$ cat src/hw/rtl/dphc_pkg.sv
package dphc_pkg;

    typedef enum logic [1:0] {
        STATUS_REGULATED = 2'd0,
        STATUS_HOT       = 2'd1,
        STATUS_BAD       = 2'd2
    } status_t;

    typedef enum logic [3:0] {
        ST_IDLE,
        ST_CHECK,
        ST_LOG_INIT,
        ST_LOG_SQ,
        ST_LN_MUL,
        ST_LN_SH,
        ST_TERM_DIV,
        ST_DEW_MUL,
        ST_DEW_GO,
        ST_DEW_DIV,
        ST_REG,
        ST_PWR_DIV,
        ST_FIN
    } state_t;

    localparam logic [2:0] CFG_MAX_POWER    = 3'd0;
    localparam logic [2:0] CFG_HOT_LIMIT    = 3'd1;
    localparam logic [2:0] CFG_DEW_MARGIN   = 3'd2;
    localparam logic [2:0] CFG_BAND_HALF    = 3'd3;
    localparam logic [2:0] CFG_BAD_LIMIT    = 3'd4;
    localparam logic [2:0] CFG_ERROR_FLOOR  = 3'd5;
    localparam logic [2:0] CFG_DRIVE_ENABLE = 3'd6;

    localparam int DIV_NW = 40;
    localparam int DIV_DW = 28;
    localparam int DIV_CW = 6;

    localparam logic [DIV_CW-1:0] DIV_ITER_TERM = 6'd36;
    localparam logic [DIV_CW-1:0] DIV_ITER_DEW  = 6'd38;
    localparam logic [DIV_CW-1:0] DIV_ITER_PWR  = 6'd16;

    typedef struct packed {
        logic                start;
        logic [DIV_CW-1:0]   iters;
    } dphc_div_req_t;

    typedef struct packed {
        logic done;
    } dphc_div_rsp_t;

    // log2 in Q16 by repeated squaring; elaboration only
    function automatic logic [19:0] log2_q16_f(input logic [10:0] x);
        logic [3:0]  e;
        logic [63:0] m;
        logic [15:0] frac;
        e = 4'd0;
        frac = 16'd0;
        for (int k = 0; k < 11; k++)
        begin
            if (x[k])
                e = 4'(k);
        end
        m = 64'(x) << (30 - int'(e));
        for (int i = 0; i < 16; i++)
        begin
            m = (m * m) >> 30;
            if (m[31])
            begin
                m = m >> 1;
                frac[15-i] = 1'b1;
            end
        end
        return {e, frac};
    endfunction

    localparam logic [19:0] LOG_1600 = log2_q16_f(11'd1600);

endpackage

$ cat src/hw/rtl/dphc_if.sv
interface dphc_sample_if;
    logic               valid;
    logic               ready;
    logic signed [11:0] probe_temp;
    logic [10:0]        humidity;
    logic signed [11:0] outside_temp;

    modport source (output valid, output probe_temp, output humidity, output outside_temp,
                    input ready);
    modport sink (input valid, input probe_temp, input humidity, input outside_temp,
                  output ready);
endinterface

interface dphc_result_if;
    logic               valid;
    logic               ready;
    logic [7:0]         heater_power;
    logic               heater_on;
    logic signed [11:0] dew_point;
    logic [1:0]         tick_status;
    logic               short_interval;

    modport source (output valid, output heater_power, output heater_on, output dew_point,
                    output tick_status, output short_interval, input ready);
    modport sink (input valid, input heater_power, input heater_on, input dew_point,
                  input tick_status, input short_interval, output ready);
endinterface

$ cat src/hw/rtl/dphc_div.sv
module dphc_div
    import dphc_pkg::*;
(
    input  logic              clk,
    input  logic              rst_n,
    input  dphc_div_req_t     req,
    input  logic [DIV_NW-1:0] num,
    input  logic [DIV_DW-1:0] den,
    output dphc_div_rsp_t     rsp,
    output logic [DIV_NW-1:0] quot
);

    logic              busy_reg;
    logic              done_reg;
    logic [DIV_CW-1:0] cnt_reg;
    logic [DIV_NW-1:0] num_reg;
    logic [DIV_NW-1:0] quot_reg;
    logic [DIV_DW-1:0] den_reg;
    logic [DIV_DW-1:0] rem_reg;
    logic [DIV_DW:0]   trial;
    logic [DIV_DW:0]   diff;
    logic              qbit;

    assign trial = {rem_reg, num_reg[DIV_NW-1]};
    assign diff  = trial - {1'b0, den_reg};
    assign qbit  = (trial >= {1'b0, den_reg});

    always_ff @(posedge clk or negedge rst_n)
    begin
        if (!rst_n)
        begin
            busy_reg <= 1'b0;
            done_reg <= 1'b0;
            cnt_reg  <= '0;
        end
        else
        begin
            done_reg <= busy_reg && (cnt_reg == DIV_CW'(1));
            if (req.start)
            begin
                busy_reg <= 1'b1;
                cnt_reg  <= req.iters;
            end
            else if (busy_reg)
            begin
                cnt_reg <= cnt_reg - DIV_CW'(1);
                if (cnt_reg == DIV_CW'(1))
                    busy_reg <= 1'b0;
            end
        end
    end

    always_ff @(posedge clk)
    begin
        if (req.start)
        begin
            // left-align so only the requested quotient bits are walked
            num_reg  <= num << (DIV_CW'(DIV_NW) - req.iters);
            den_reg  <= den;
            rem_reg  <= '0;
            quot_reg <= '0;
        end
        else if (busy_reg)
        begin
            num_reg  <= {num_reg[DIV_NW-2:0], 1'b0};
            rem_reg  <= qbit ? diff[DIV_DW-1:0] : trial[DIV_DW-1:0];
            quot_reg <= {quot_reg[DIV_NW-2:0], qbit};
        end
    end

    assign rsp.done = done_reg;
    assign quot     = quot_reg;

endmodule

$ cat src/hw/rtl/dew_point_heater_control_top.sv
// A too-hot or bad-reading tick goes from ST_CHECK straight to ST_FIN; a regulated tick
// also runs the log, ln, Magnus and dew-division states, and ST_PWR_DIV in the band.
// The shared divider, one quotient bit per cycle over 36 + 38 (+ 16) bits, and 16 log
// squaring steps set the pace; a new sample is taken only in ST_IDLE, after ST_FIN.
// Reset: control and config registers at their listed values, heater off, no result pending.
module dew_point_heater_control_top
    import dphc_pkg::*;
(
    input  logic                 clk,
    input  logic                 rst_n,
    dphc_sample_if.sink          sample,
    dphc_result_if.source        result,
    input  logic                 cfg_we,
    input  logic [2:0]           cfg_index,
    input  logic [11:0]          cfg_data
);

    state_t state_reg, state_next;

    logic [7:0]         max_power_reg;
    logic [10:0]        hot_limit_reg;
    logic [7:0]         dew_margin_reg;
    logic [6:0]         band_half_reg;
    logic [2:0]         bad_limit_reg;
    logic signed [11:0] error_floor_reg;
    logic               drive_enable_reg;

    logic               running_reg;
    logic [2:0]         bad_count_reg;
    logic [7:0]         drive_level_reg;
    logic               short_mode_reg;

    logic signed [11:0] p_reg;
    logic [10:0]        hum_reg;
    logic signed [11:0] ot_reg;
    logic [30:0]        m_reg;
    logic [3:0]         e_reg;
    logic [15:0]        frac_reg;
    logic [3:0]         cnt_reg;
    logic signed [23:0] tmul_reg;
    logic signed [51:0] prod_reg;
    logic signed [21:0] lnq_reg;
    logic signed [22:0] g_reg;
    logic signed [39:0] dnum_reg;
    logic [27:0]        dden_reg;
    logic signed [11:0] dew_reg;
    status_t            status_reg;

    logic               out_valid_reg;
    logic [7:0]         out_power_reg;
    logic               out_on_reg;
    logic signed [11:0] out_dew_reg;
    status_t            out_status_reg;
    logic               out_short_reg;

    dphc_div_req_t      div_req;
    dphc_div_rsp_t      div_rsp;
    logic [DIV_NW-1:0]  div_num;
    logic [DIV_DW-1:0]  div_den;
    logic [DIV_NW-1:0]  div_quot;

    // tick classification
    logic signed [12:0] p_ext;
    logic signed [12:0] hot_ext;
    logic               is_hot;
    logic               is_bad;
    logic [2:0]         bad_inc;

    assign p_ext   = 13'(p_reg);
    assign hot_ext = $signed({2'b00, hot_limit_reg});
    assign is_hot  = running_reg && (p_ext > hot_ext);
    assign is_bad  = (p_reg < error_floor_reg);
    assign bad_inc = (bad_count_reg == 3'd7) ? 3'd7 : bad_count_reg + 3'd1;

    // log2 front end
    logic [10:0] log_x;
    logic [3:0]  log_e;
    logic [30:0] m_init;
    logic [61:0] sq;
    logic [31:0] sq_hi;

    always_comb
    begin
        log_x = (hum_reg == 11'd0) ? 11'd1 : hum_reg;
        log_e = 4'd0;
        for (int k = 0; k < 11; k++)
        begin
            if (log_x[k])
                log_e = 4'(k);
        end
    end

    assign m_init = 31'(log_x) << (5'd30 - {1'b0, log_e});
    assign sq     = 62'(m_reg) * 62'(m_reg);
    assign sq_hi  = sq[61:30];

    // ln and Magnus terms
    logic signed [20:0] ldiff;
    logic signed [51:0] prod_next;
    logic signed [51:0] prod_adj;
    logic signed [23:0] ot_ext;
    logic signed [23:0] tmul_next;
    logic [23:0]        tmag;
    logic signed [18:0] tden;
    logic signed [21:0] termq;
    logic signed [39:0] dnum_next;
    logic signed [27:0] dden_full;
    logic [39:0]        dmag;
    logic signed [11:0] dew_sat;

    assign ldiff     = $signed({1'b0, e_reg, frac_reg}) - $signed({1'b0, LOG_1600});
    assign prod_next = 52'(ldiff) * 52'sd744261118;
    assign prod_adj  = prod_reg + (prod_reg[51] ? 52'sd1073741823 : 52'sd0);
    assign ot_ext    = 24'(ot_reg);
    assign tmul_next = ot_ext * 24'sd3525;
    assign tmag      = tmul_reg[23] ? 24'(-tmul_reg) : 24'(tmul_reg);
    assign tden      = 19'sd97216 + 19'(ot_reg) * 19'sd25;
    assign termq     = ot_reg[11] ? -$signed(22'(div_quot)) : $signed(22'(div_quot));
    assign dnum_next = 40'(g_reg) * 40'sd97216;
    assign dden_full = (28'sd1155072 - 28'(g_reg)) * 28'sd25;
    assign dmag      = dnum_reg[39] ? 40'(-dnum_reg) : 40'(dnum_reg);

    always_comb
    begin
        if (g_reg[22])
            dew_sat = (div_quot >= 40'd2048) ? -12'sd2048 : -$signed(12'(div_quot));
        else
            dew_sat = (div_quot > 40'd2047) ? 12'sd2047 : $signed(12'(div_quot));
    end

    // regulation
    logic signed [13:0] delta;
    logic signed [13:0] b_s;
    logic signed [13:0] db;
    logic               go_full;
    logic               go_prop;
    logic [15:0]        pwr_num;

    assign delta   = 14'(dew_reg) + $signed({6'b0, dew_margin_reg}) - 14'(p_reg);
    assign b_s     = $signed({7'b0, band_half_reg});
    assign db      = delta + b_s;
    assign go_full = (delta > b_s);
    assign go_prop = !go_full && running_reg && (delta >= -b_s);
    assign pwr_num = 16'(max_power_reg) * 16'(db[7:0]);

    logic out_free;
    assign out_free = !out_valid_reg || result.ready;

    // next state
    always_comb
    begin
        state_next = state_reg;
        unique case (state_reg)
            ST_IDLE:     if (sample.valid) state_next = ST_CHECK;
            ST_CHECK:    state_next = (is_hot || is_bad) ? ST_FIN : ST_LOG_INIT;
            ST_LOG_INIT: state_next = ST_LOG_SQ;
            ST_LOG_SQ:   if (cnt_reg == 4'd15) state_next = ST_LN_MUL;
            ST_LN_MUL:   state_next = ST_LN_SH;
            ST_LN_SH:    state_next = ST_TERM_DIV;
            ST_TERM_DIV: if (div_rsp.done) state_next = ST_DEW_MUL;
            ST_DEW_MUL:  state_next = ST_DEW_GO;
            ST_DEW_GO:   state_next = ST_DEW_DIV;
            ST_DEW_DIV:  if (div_rsp.done) state_next = ST_REG;
            ST_REG:
            begin
                if (go_prop && (band_half_reg != 7'd0))
                    state_next = ST_PWR_DIV;
                else
                    state_next = ST_FIN;
            end
            ST_PWR_DIV:  if (div_rsp.done) state_next = ST_FIN;
            ST_FIN:      if (out_free) state_next = ST_IDLE;
            default:     state_next = ST_IDLE;
        endcase
    end

    // outputs of the sequencer
    always_comb
    begin
        sample.ready  = 1'b0;
        div_req.start = 1'b0;
        div_req.iters = DIV_ITER_TERM;
        div_num       = {4'b0, tmag[22:0], 13'b0};
        div_den       = {10'b0, tden[17:0]};
        unique case (state_reg)
            ST_IDLE:  sample.ready = 1'b1;
            ST_LN_SH: div_req.start = 1'b1;
            ST_DEW_GO:
            begin
                div_req.start = 1'b1;
                div_req.iters = DIV_ITER_DEW;
                div_num       = dmag;
                div_den       = dden_reg;
            end
            ST_REG:
            begin
                div_req.start = go_prop && (band_half_reg != 7'd0);
                div_req.iters = DIV_ITER_PWR;
                div_num       = {24'b0, pwr_num};
                div_den       = {20'b0, band_half_reg, 1'b0};
            end
            default: ;
        endcase
    end

    dphc_div u_div (
        .clk   (clk),
        .rst_n (rst_n),
        .req   (div_req),
        .num   (div_num),
        .den   (div_den),
        .rsp   (div_rsp),
        .quot  (div_quot)
    );

    // control state
    always_ff @(posedge clk or negedge rst_n)
    begin
        if (!rst_n)
        begin
            state_reg        <= ST_IDLE;
            max_power_reg    <= 8'd255;
            hot_limit_reg    <= 11'd800;
            dew_margin_reg   <= 8'd80;
            band_half_reg    <= 7'd8;
            bad_limit_reg    <= 3'd3;
            error_floor_reg  <= -12'sd1600;
            drive_enable_reg <= 1'b0;
            running_reg      <= 1'b0;
            bad_count_reg    <= 3'd0;
            drive_level_reg  <= 8'd0;
            short_mode_reg   <= 1'b0;
            out_valid_reg    <= 1'b0;
        end
        else
        begin
            state_reg <= state_next;

            if (cfg_we)
            begin
                unique case (cfg_index)
                    CFG_MAX_POWER:    max_power_reg    <= cfg_data[7:0];
                    CFG_HOT_LIMIT:    hot_limit_reg    <= cfg_data[10:0];
                    CFG_DEW_MARGIN:   dew_margin_reg   <= cfg_data[7:0];
                    CFG_BAND_HALF:    band_half_reg    <= cfg_data[6:0];
                    CFG_BAD_LIMIT:    bad_limit_reg    <= cfg_data[2:0];
                    CFG_ERROR_FLOOR:  error_floor_reg  <= $signed(cfg_data);
                    CFG_DRIVE_ENABLE: drive_enable_reg <= cfg_data[0];
                    default: ;
                endcase
            end

            unique case (state_reg)
                ST_CHECK:
                begin
                    if (is_hot)
                    begin
                        running_reg    <= 1'b0;
                        short_mode_reg <= 1'b0;
                        if (drive_enable_reg)
                            drive_level_reg <= 8'd0;
                    end
                    else if (is_bad)
                    begin
                        bad_count_reg <= bad_inc;
                        if (running_reg && (bad_inc >= bad_limit_reg))
                        begin
                            running_reg    <= 1'b0;
                            short_mode_reg <= 1'b0;
                            if (drive_enable_reg)
                                drive_level_reg <= 8'd0;
                        end
                    end
                    else
                        bad_count_reg <= 3'd0;
                end
                ST_REG:
                begin
                    if (go_full)
                    begin
                        running_reg    <= 1'b1;
                        short_mode_reg <= 1'b0;
                        if (drive_enable_reg)
                            drive_level_reg <= max_power_reg;
                    end
                    else if (go_prop)
                    begin
                        short_mode_reg <= 1'b1;
                        if (drive_enable_reg && (band_half_reg == 7'd0))
                            drive_level_reg <= max_power_reg;
                    end
                    else if (running_reg)
                    begin
                        running_reg    <= 1'b0;
                        short_mode_reg <= 1'b0;
                        if (drive_enable_reg)
                            drive_level_reg <= 8'd0;
                    end
                end
                ST_PWR_DIV:
                begin
                    if (div_rsp.done && drive_enable_reg)
                        drive_level_reg <= div_quot[7:0];
                end
                default: ;
            endcase

            if ((state_reg == ST_FIN) && out_free)
                out_valid_reg <= 1'b1;
            else if (result.ready)
                out_valid_reg <= 1'b0;
        end
    end

    // datapath
    always_ff @(posedge clk)
    begin
        unique case (state_reg)
            ST_IDLE:
            begin
                if (sample.valid)
                begin
                    p_reg   <= sample.probe_temp;
                    hum_reg <= sample.humidity;
                    ot_reg  <= sample.outside_temp;
                end
            end
            ST_CHECK:
            begin
                dew_reg <= 12'sd0;
                if (is_hot)
                    status_reg <= STATUS_HOT;
                else if (is_bad)
                    status_reg <= STATUS_BAD;
                else
                    status_reg <= STATUS_REGULATED;
            end
            ST_LOG_INIT:
            begin
                m_reg    <= m_init;
                e_reg    <= log_e;
                frac_reg <= 16'd0;
                cnt_reg  <= 4'd0;
                tmul_reg <= tmul_next;
            end
            ST_LOG_SQ:
            begin
                // renormalize when the square reaches two
                if (sq_hi[31])
                    m_reg <= sq_hi[31:1];
                else
                    m_reg <= sq_hi[30:0];
                frac_reg <= {frac_reg[14:0], sq_hi[31]};
                cnt_reg  <= cnt_reg + 4'd1;
            end
            ST_LN_MUL:   prod_reg <= prod_next;
            ST_LN_SH:    lnq_reg <= 22'(prod_adj >>> 30);
            ST_TERM_DIV: if (div_rsp.done) g_reg <= 23'(lnq_reg) + 23'(termq);
            ST_DEW_MUL:
            begin
                dnum_reg <= dnum_next;
                dden_reg <= dden_full[27:0];
            end
            ST_DEW_DIV:  if (div_rsp.done) dew_reg <= dew_sat;
            default: ;
        endcase

        if ((state_reg == ST_FIN) && out_free)
        begin
            out_power_reg  <= drive_enable_reg ? drive_level_reg : 8'd0;
            out_on_reg     <= running_reg;
            out_dew_reg    <= dew_reg;
            out_status_reg <= status_reg;
            out_short_reg  <= short_mode_reg;
        end
    end

    assign result.valid          = out_valid_reg;
    assign result.heater_power   = out_power_reg;
    assign result.heater_on      = out_on_reg;
    assign result.dew_point      = out_dew_reg;
    assign result.tick_status    = out_status_reg;
    assign result.short_interval = out_short_reg;

endmodule

$ cat src/flat_wrapper.sv
// flat-port wrapper written by rule: the top's interface ports become plain ports
module dew_point_heater_control_top_flat import dphc_pkg::*;
  (clk, rst_n, cfg_we, cfg_index, cfg_data, sample_valid, sample_probe_temp, sample_humidity, sample_outside_temp, sample_ready, result_valid, result_heater_power, result_heater_on, result_dew_point, result_tick_status, result_short_interval, result_ready);
  dphc_sample_if sample_i ();
  dphc_result_if result_i ();
  input  logic clk;
  input  logic rst_n;
  input  logic cfg_we;
  input  logic [2:0] cfg_index;
  input  logic [11:0] cfg_data;
  input wire logic [$bits(sample_i.valid)-1:0] sample_valid;
  input wire logic [$bits(sample_i.probe_temp)-1:0] sample_probe_temp;
  input wire logic [$bits(sample_i.humidity)-1:0] sample_humidity;
  input wire logic [$bits(sample_i.outside_temp)-1:0] sample_outside_temp;
  output wire logic [$bits(sample_i.ready)-1:0] sample_ready;
  output wire logic [$bits(result_i.valid)-1:0] result_valid;
  output wire logic [$bits(result_i.heater_power)-1:0] result_heater_power;
  output wire logic [$bits(result_i.heater_on)-1:0] result_heater_on;
  output wire logic [$bits(result_i.dew_point)-1:0] result_dew_point;
  output wire logic [$bits(result_i.tick_status)-1:0] result_tick_status;
  output wire logic [$bits(result_i.short_interval)-1:0] result_short_interval;
  input wire logic [$bits(result_i.ready)-1:0] result_ready;
  assign sample_i.valid = sample_valid;
  assign sample_i.probe_temp = sample_probe_temp;
  assign sample_i.humidity = sample_humidity;
  assign sample_i.outside_temp = sample_outside_temp;
  assign sample_ready = sample_i.ready;
  assign result_valid = result_i.valid;
  assign result_heater_power = result_i.heater_power;
  assign result_heater_on = result_i.heater_on;
  assign result_dew_point = result_i.dew_point;
  assign result_tick_status = result_i.tick_status;
  assign result_short_interval = result_i.short_interval;
  assign result_i.ready = result_ready;
  dew_point_heater_control_top u_core (.clk(clk), .rst_n(rst_n), .sample(sample_i), .result(result_i), .cfg_we(cfg_we), .cfg_index(cfg_index), .cfg_data(cfg_data));
endmodule
$ cat config.mk
export PLATFORM = sky130hd
export DESIGN_NAME = dew_point_heater_control_top_flat
export DESIGN_NICKNAME = d
export VERILOG_FILES = /design/src/hw/rtl/dphc_pkg.sv /design/src/hw/rtl/dphc_if.sv /design/src/hw/rtl/dphc_div.sv /design/src/hw/rtl/dew_point_heater_control_top.sv /design/src/flat_wrapper.sv
export SDC_FILE = /design/constraint.sdc
export NUM_CORES = 2
export LEC_CHECK = 0
export ABC_AREA = 1
export ABC_CLOCK_PERIOD_IN_PS = 9000
export BUFFER_PORTS_ARGS = -buffer_cell sky130_fd_sc_hd__clkbuf_2
export CORE_UTILIZATION = 44
export DETAILED_ROUTE_END_ITERATION = 6
export GPL_ROUTABILITY_DRIVEN = 0
export HOLD_SLACK_MARGIN = 0.05
export PLACE_DENSITY = 0.58
export SETUP_SLACK_MARGIN = 0.05
export SYNTH_ARGS = -nofsm -noshare
export SYNTH_HDL_FRONTEND = slang
export SYNTH_SLANG_ARGS = --single-unit
$ cat constraint.sdc
create_clock -name clk -period 9 [get_ports clk]
set_input_delay 1.8 -clock clk [delete_from_list [all_inputs] [get_ports clk]]
set_output_delay 1.8 -clock clk [all_outputs]
set_load 0.02 [all_outputs]
==> results.txt <==
Worst Hold Class - register to register
number of top-level pins - 81
cell mode on critical path - fa_1
RSZ-0062 raised after global routing - false
Chip Width - 435 um
PortBufs - 80
vias - 62714
total wire length - 218000 um
Worst EP required - 9.41 ns
starting density of the core - 44.4%
Syn Nets - 12055
vias per inst - 5.08
reg2reg setup slack - 0.46 ns
DRT iter0 DRCs - 4270
CP Launch Type - register
global-route wire length before repair - 354000 um
commonest non-fill, non-tap cell in the layout - inv_1
f_max - 117 MHz
skew final - 0.0613 ns
unique cell type count in the Yosys netlist - 65
Setup crit end - u_core.m_reg[10]
wire per inst - 17.6 um
met3 Use GR - 2.85%
Global Route met1 Usage - 32.3%
share of layout cells above drive strength 1 - 3.92%
slowest CP cell - edfxtp_1
worst path buffer plus inverter count - 5
DIE HEIGHT - 435 um
Crit. End Element - register
clk sinks - 519
reg-to-reg critical path startpoint - u_core.m_reg[22]
Max-Cap Viols - 0
critical path depth - 24
DPL Wire Length - 184000 um
Cells after Synth - 9756
grt ovf - 0
max reg flops - 51
min Tclk post-route - 8.54 ns
met2 usage - 39.0%
ys async rst share - 14.6%
R2R depth - 24
syn avg cell area - 8.46 um^2
core area - 186000 um^2
Tightest Pin Transition - 1.29 ns
initial antenna violation count - 5
CP Cell Sequence - nand2_1 > fa_1 > fa_1 > inv_1 > fa_1 > fa_1 > inv_1 > fa_1 > fa_1 > inv_1 > fa_1 > fa_1 > ha_1 > nand2_1 > nor2_1 > inv_1 > nor2_1 > inv_1 > nor2_1 > nand4_1 > o21ai_0 > xor2_1 > nand2_1 > o21ai_0
Final #Nets - 12118
Slew HR - 14.1%
final worst setup slack - 0.459 ns
clock root cell - clkbuf_16
DRT antenna net count - 0
TritonCTS Buffers - 66
Final period util - 94.9%
status - finished clean
DR DRC count - 0
setup_tns - 0 ns
sequential element share of the synthesized area - 17.6%
worst reg2reg endpoint - u_core.m_reg[10]
clock-pin transition on the worst setup and hold timing paths - 0.06 ns
DRT Pass-1 Iters - 6
die area - 189000 um^2
CTS Hold Bufs - 0
Std-Cell Rows - 158
CTS tree - done
Final Setup Violations - 0
Netlist Area Pre-Place - 82600 um^2
synth warn - 0
Top FF cell, synth - edfxtp_1
Synth-to-Final Area Change - 7.02%
launch point of the worst path - u_core.m_reg[22]
GRT Max-Usage Layer - met2
slowest stage delay, CP - 1.19 ns
Max clock buf depth - 3
pre-CTS setup slack - 0.420 ns
EDFF count, synth - 375
WS Path Type - register to register
CP max FO - 17
# H-tree levels - 3
gr usage total - 23.5%
Slew Limit Fails - 0
crit path DAT - 8.95 ns
Fin. Hold Viols - 0
flops & latches, synth - 519
most frequent cells in the layout - inv_1 (2463), nand2_1 (1785), fa_1 (1219)
vias in the first global route - 65691
clk_lat worst skew - 0.69 ns
cell family with most CP delay - adder cells
largest net degree at the start of global routing - 82
==> synthesized netlist by cell type, types with 12 or more instances <==
cell | count | share of area (%)
inv_1 | 2463 | 11
nand2_1 | 1786 | 8.1
fa_1 | 1220 | 30
ha_1 | 1024 | 16
nor2_1 | 613 | 2.8
a21oi_1 | 478 | 2.9
edfxtp_1 | 375 | 14
o21ai_0 | 361 | 2.2
nand3_1 | 286 | 1.7
xor2_1 | 209 | 2.2
clkbuf_1 | 140 | 0.64
xnor2_1 | 93 | 0.99
nand4_1 | 71 | 0.54
dfxtp_1 | 68 | 1.6
nor3_1 | 68 | 0.41
dfrtp_1 | 56 | 1.7
a31oi_1 | 52 | 0.39
a21o_1 | 36 | 0.33
o21bai_1 | 35 | 0.32
or2_2 | 35 | 0.27
nor4_1 | 28 | 0.21
o211ai_1 | 26 | 0.24
o31ai_1 | 21 | 0.19
dfstp_2 | 20 | 0.64
a21boi_0 | 18 | 0.16
buf_1 | 17 | 0.077
o21a_1 | 17 | 0.15
buf_2 | 16 | 0.097
a211oi_1 | 12 | 0.11
==> area by class of cell <==
type / count / area, um^2
diodes: 2 / 5.00
clock buffers: 79 / 1760
clock inverters: 42 / 414
fillers: 18155 / 97500
inverters: 2474 / 9290
multi-input cells: 6575 / 58000
flip-flops and latches: 519 / 14600
well taps: 2480 / 3100
repair buffers: 183 / 1230
==> kinds of logic after synthesis <==
logic type               after synthesis  synth area share (%)
adder cells (fa/ha/maj)             2244                  45.1
AND/OR/NAND/NOR                     2933                  14.5
flip-flops                           519                  17.6
XOR/XNOR                             302                  3.20
buffers and inverters               2662                  12.2
other                                  1               0.00454
AO/OA/AOI/OAI                       1095                  7.36
==> per-stage QoR <==
step	cells	instance area, um^2	utilization, %	hold slack [ns]
2_1_floorplan	9756	82600	-	0.400
6_report	12354	88300	47.5	0.417
3_5_place_dp	12230	86200	46.4	0.405
5_1_grt	12354	88300	47.5	0.430
4_1_cts	12351	88300	47.5	0.418
3_3_place_gp	12230	86200	46.4	0.406
==> repair_timing <==
item | in CTS | in global routing
endpoints found under the setup margin | 0 | 27
resized for setup | 0 | 3
setup buffers | 0 | 1
==> routing by layer <==
| layer | wire length, um | part of all wire (%) |
|---|---|---|
| met5 | 0 | 0 |
| met4 | 6030 | 2.8 |
| met3 | 11200 | 5.1 |
| met2 | 102000 | 47 |
| met1 | 98200 | 45 |
==> how the worst min path moves through the flow <==
stage	start	end	slack [ns]	depth (start not counted)
final	u_core.status_reg[0]	u_core.result.tick_status[0]	0.42	0
after global routing	u_core.status_reg[0]	u_core.result.tick_status[0]	0.43	0
after CTS	u_core.status_reg[0]	u_core.result.tick_status[0]	0.42	0
after detailed placement	u_core.status_reg[0]	u_core.result.tick_status[0]	0.40	0
after global placement	u_core.status_reg[0]	u_core.result.tick_status[0]	0.41	0
after floorplan	u_core.status_reg[0]	u_core.result.tick_status[0]	0.40	0
Power is left out: the tool's default activity adds up to more than one toggle a clock period on the data nets, which glitch-free logic cannot reach.
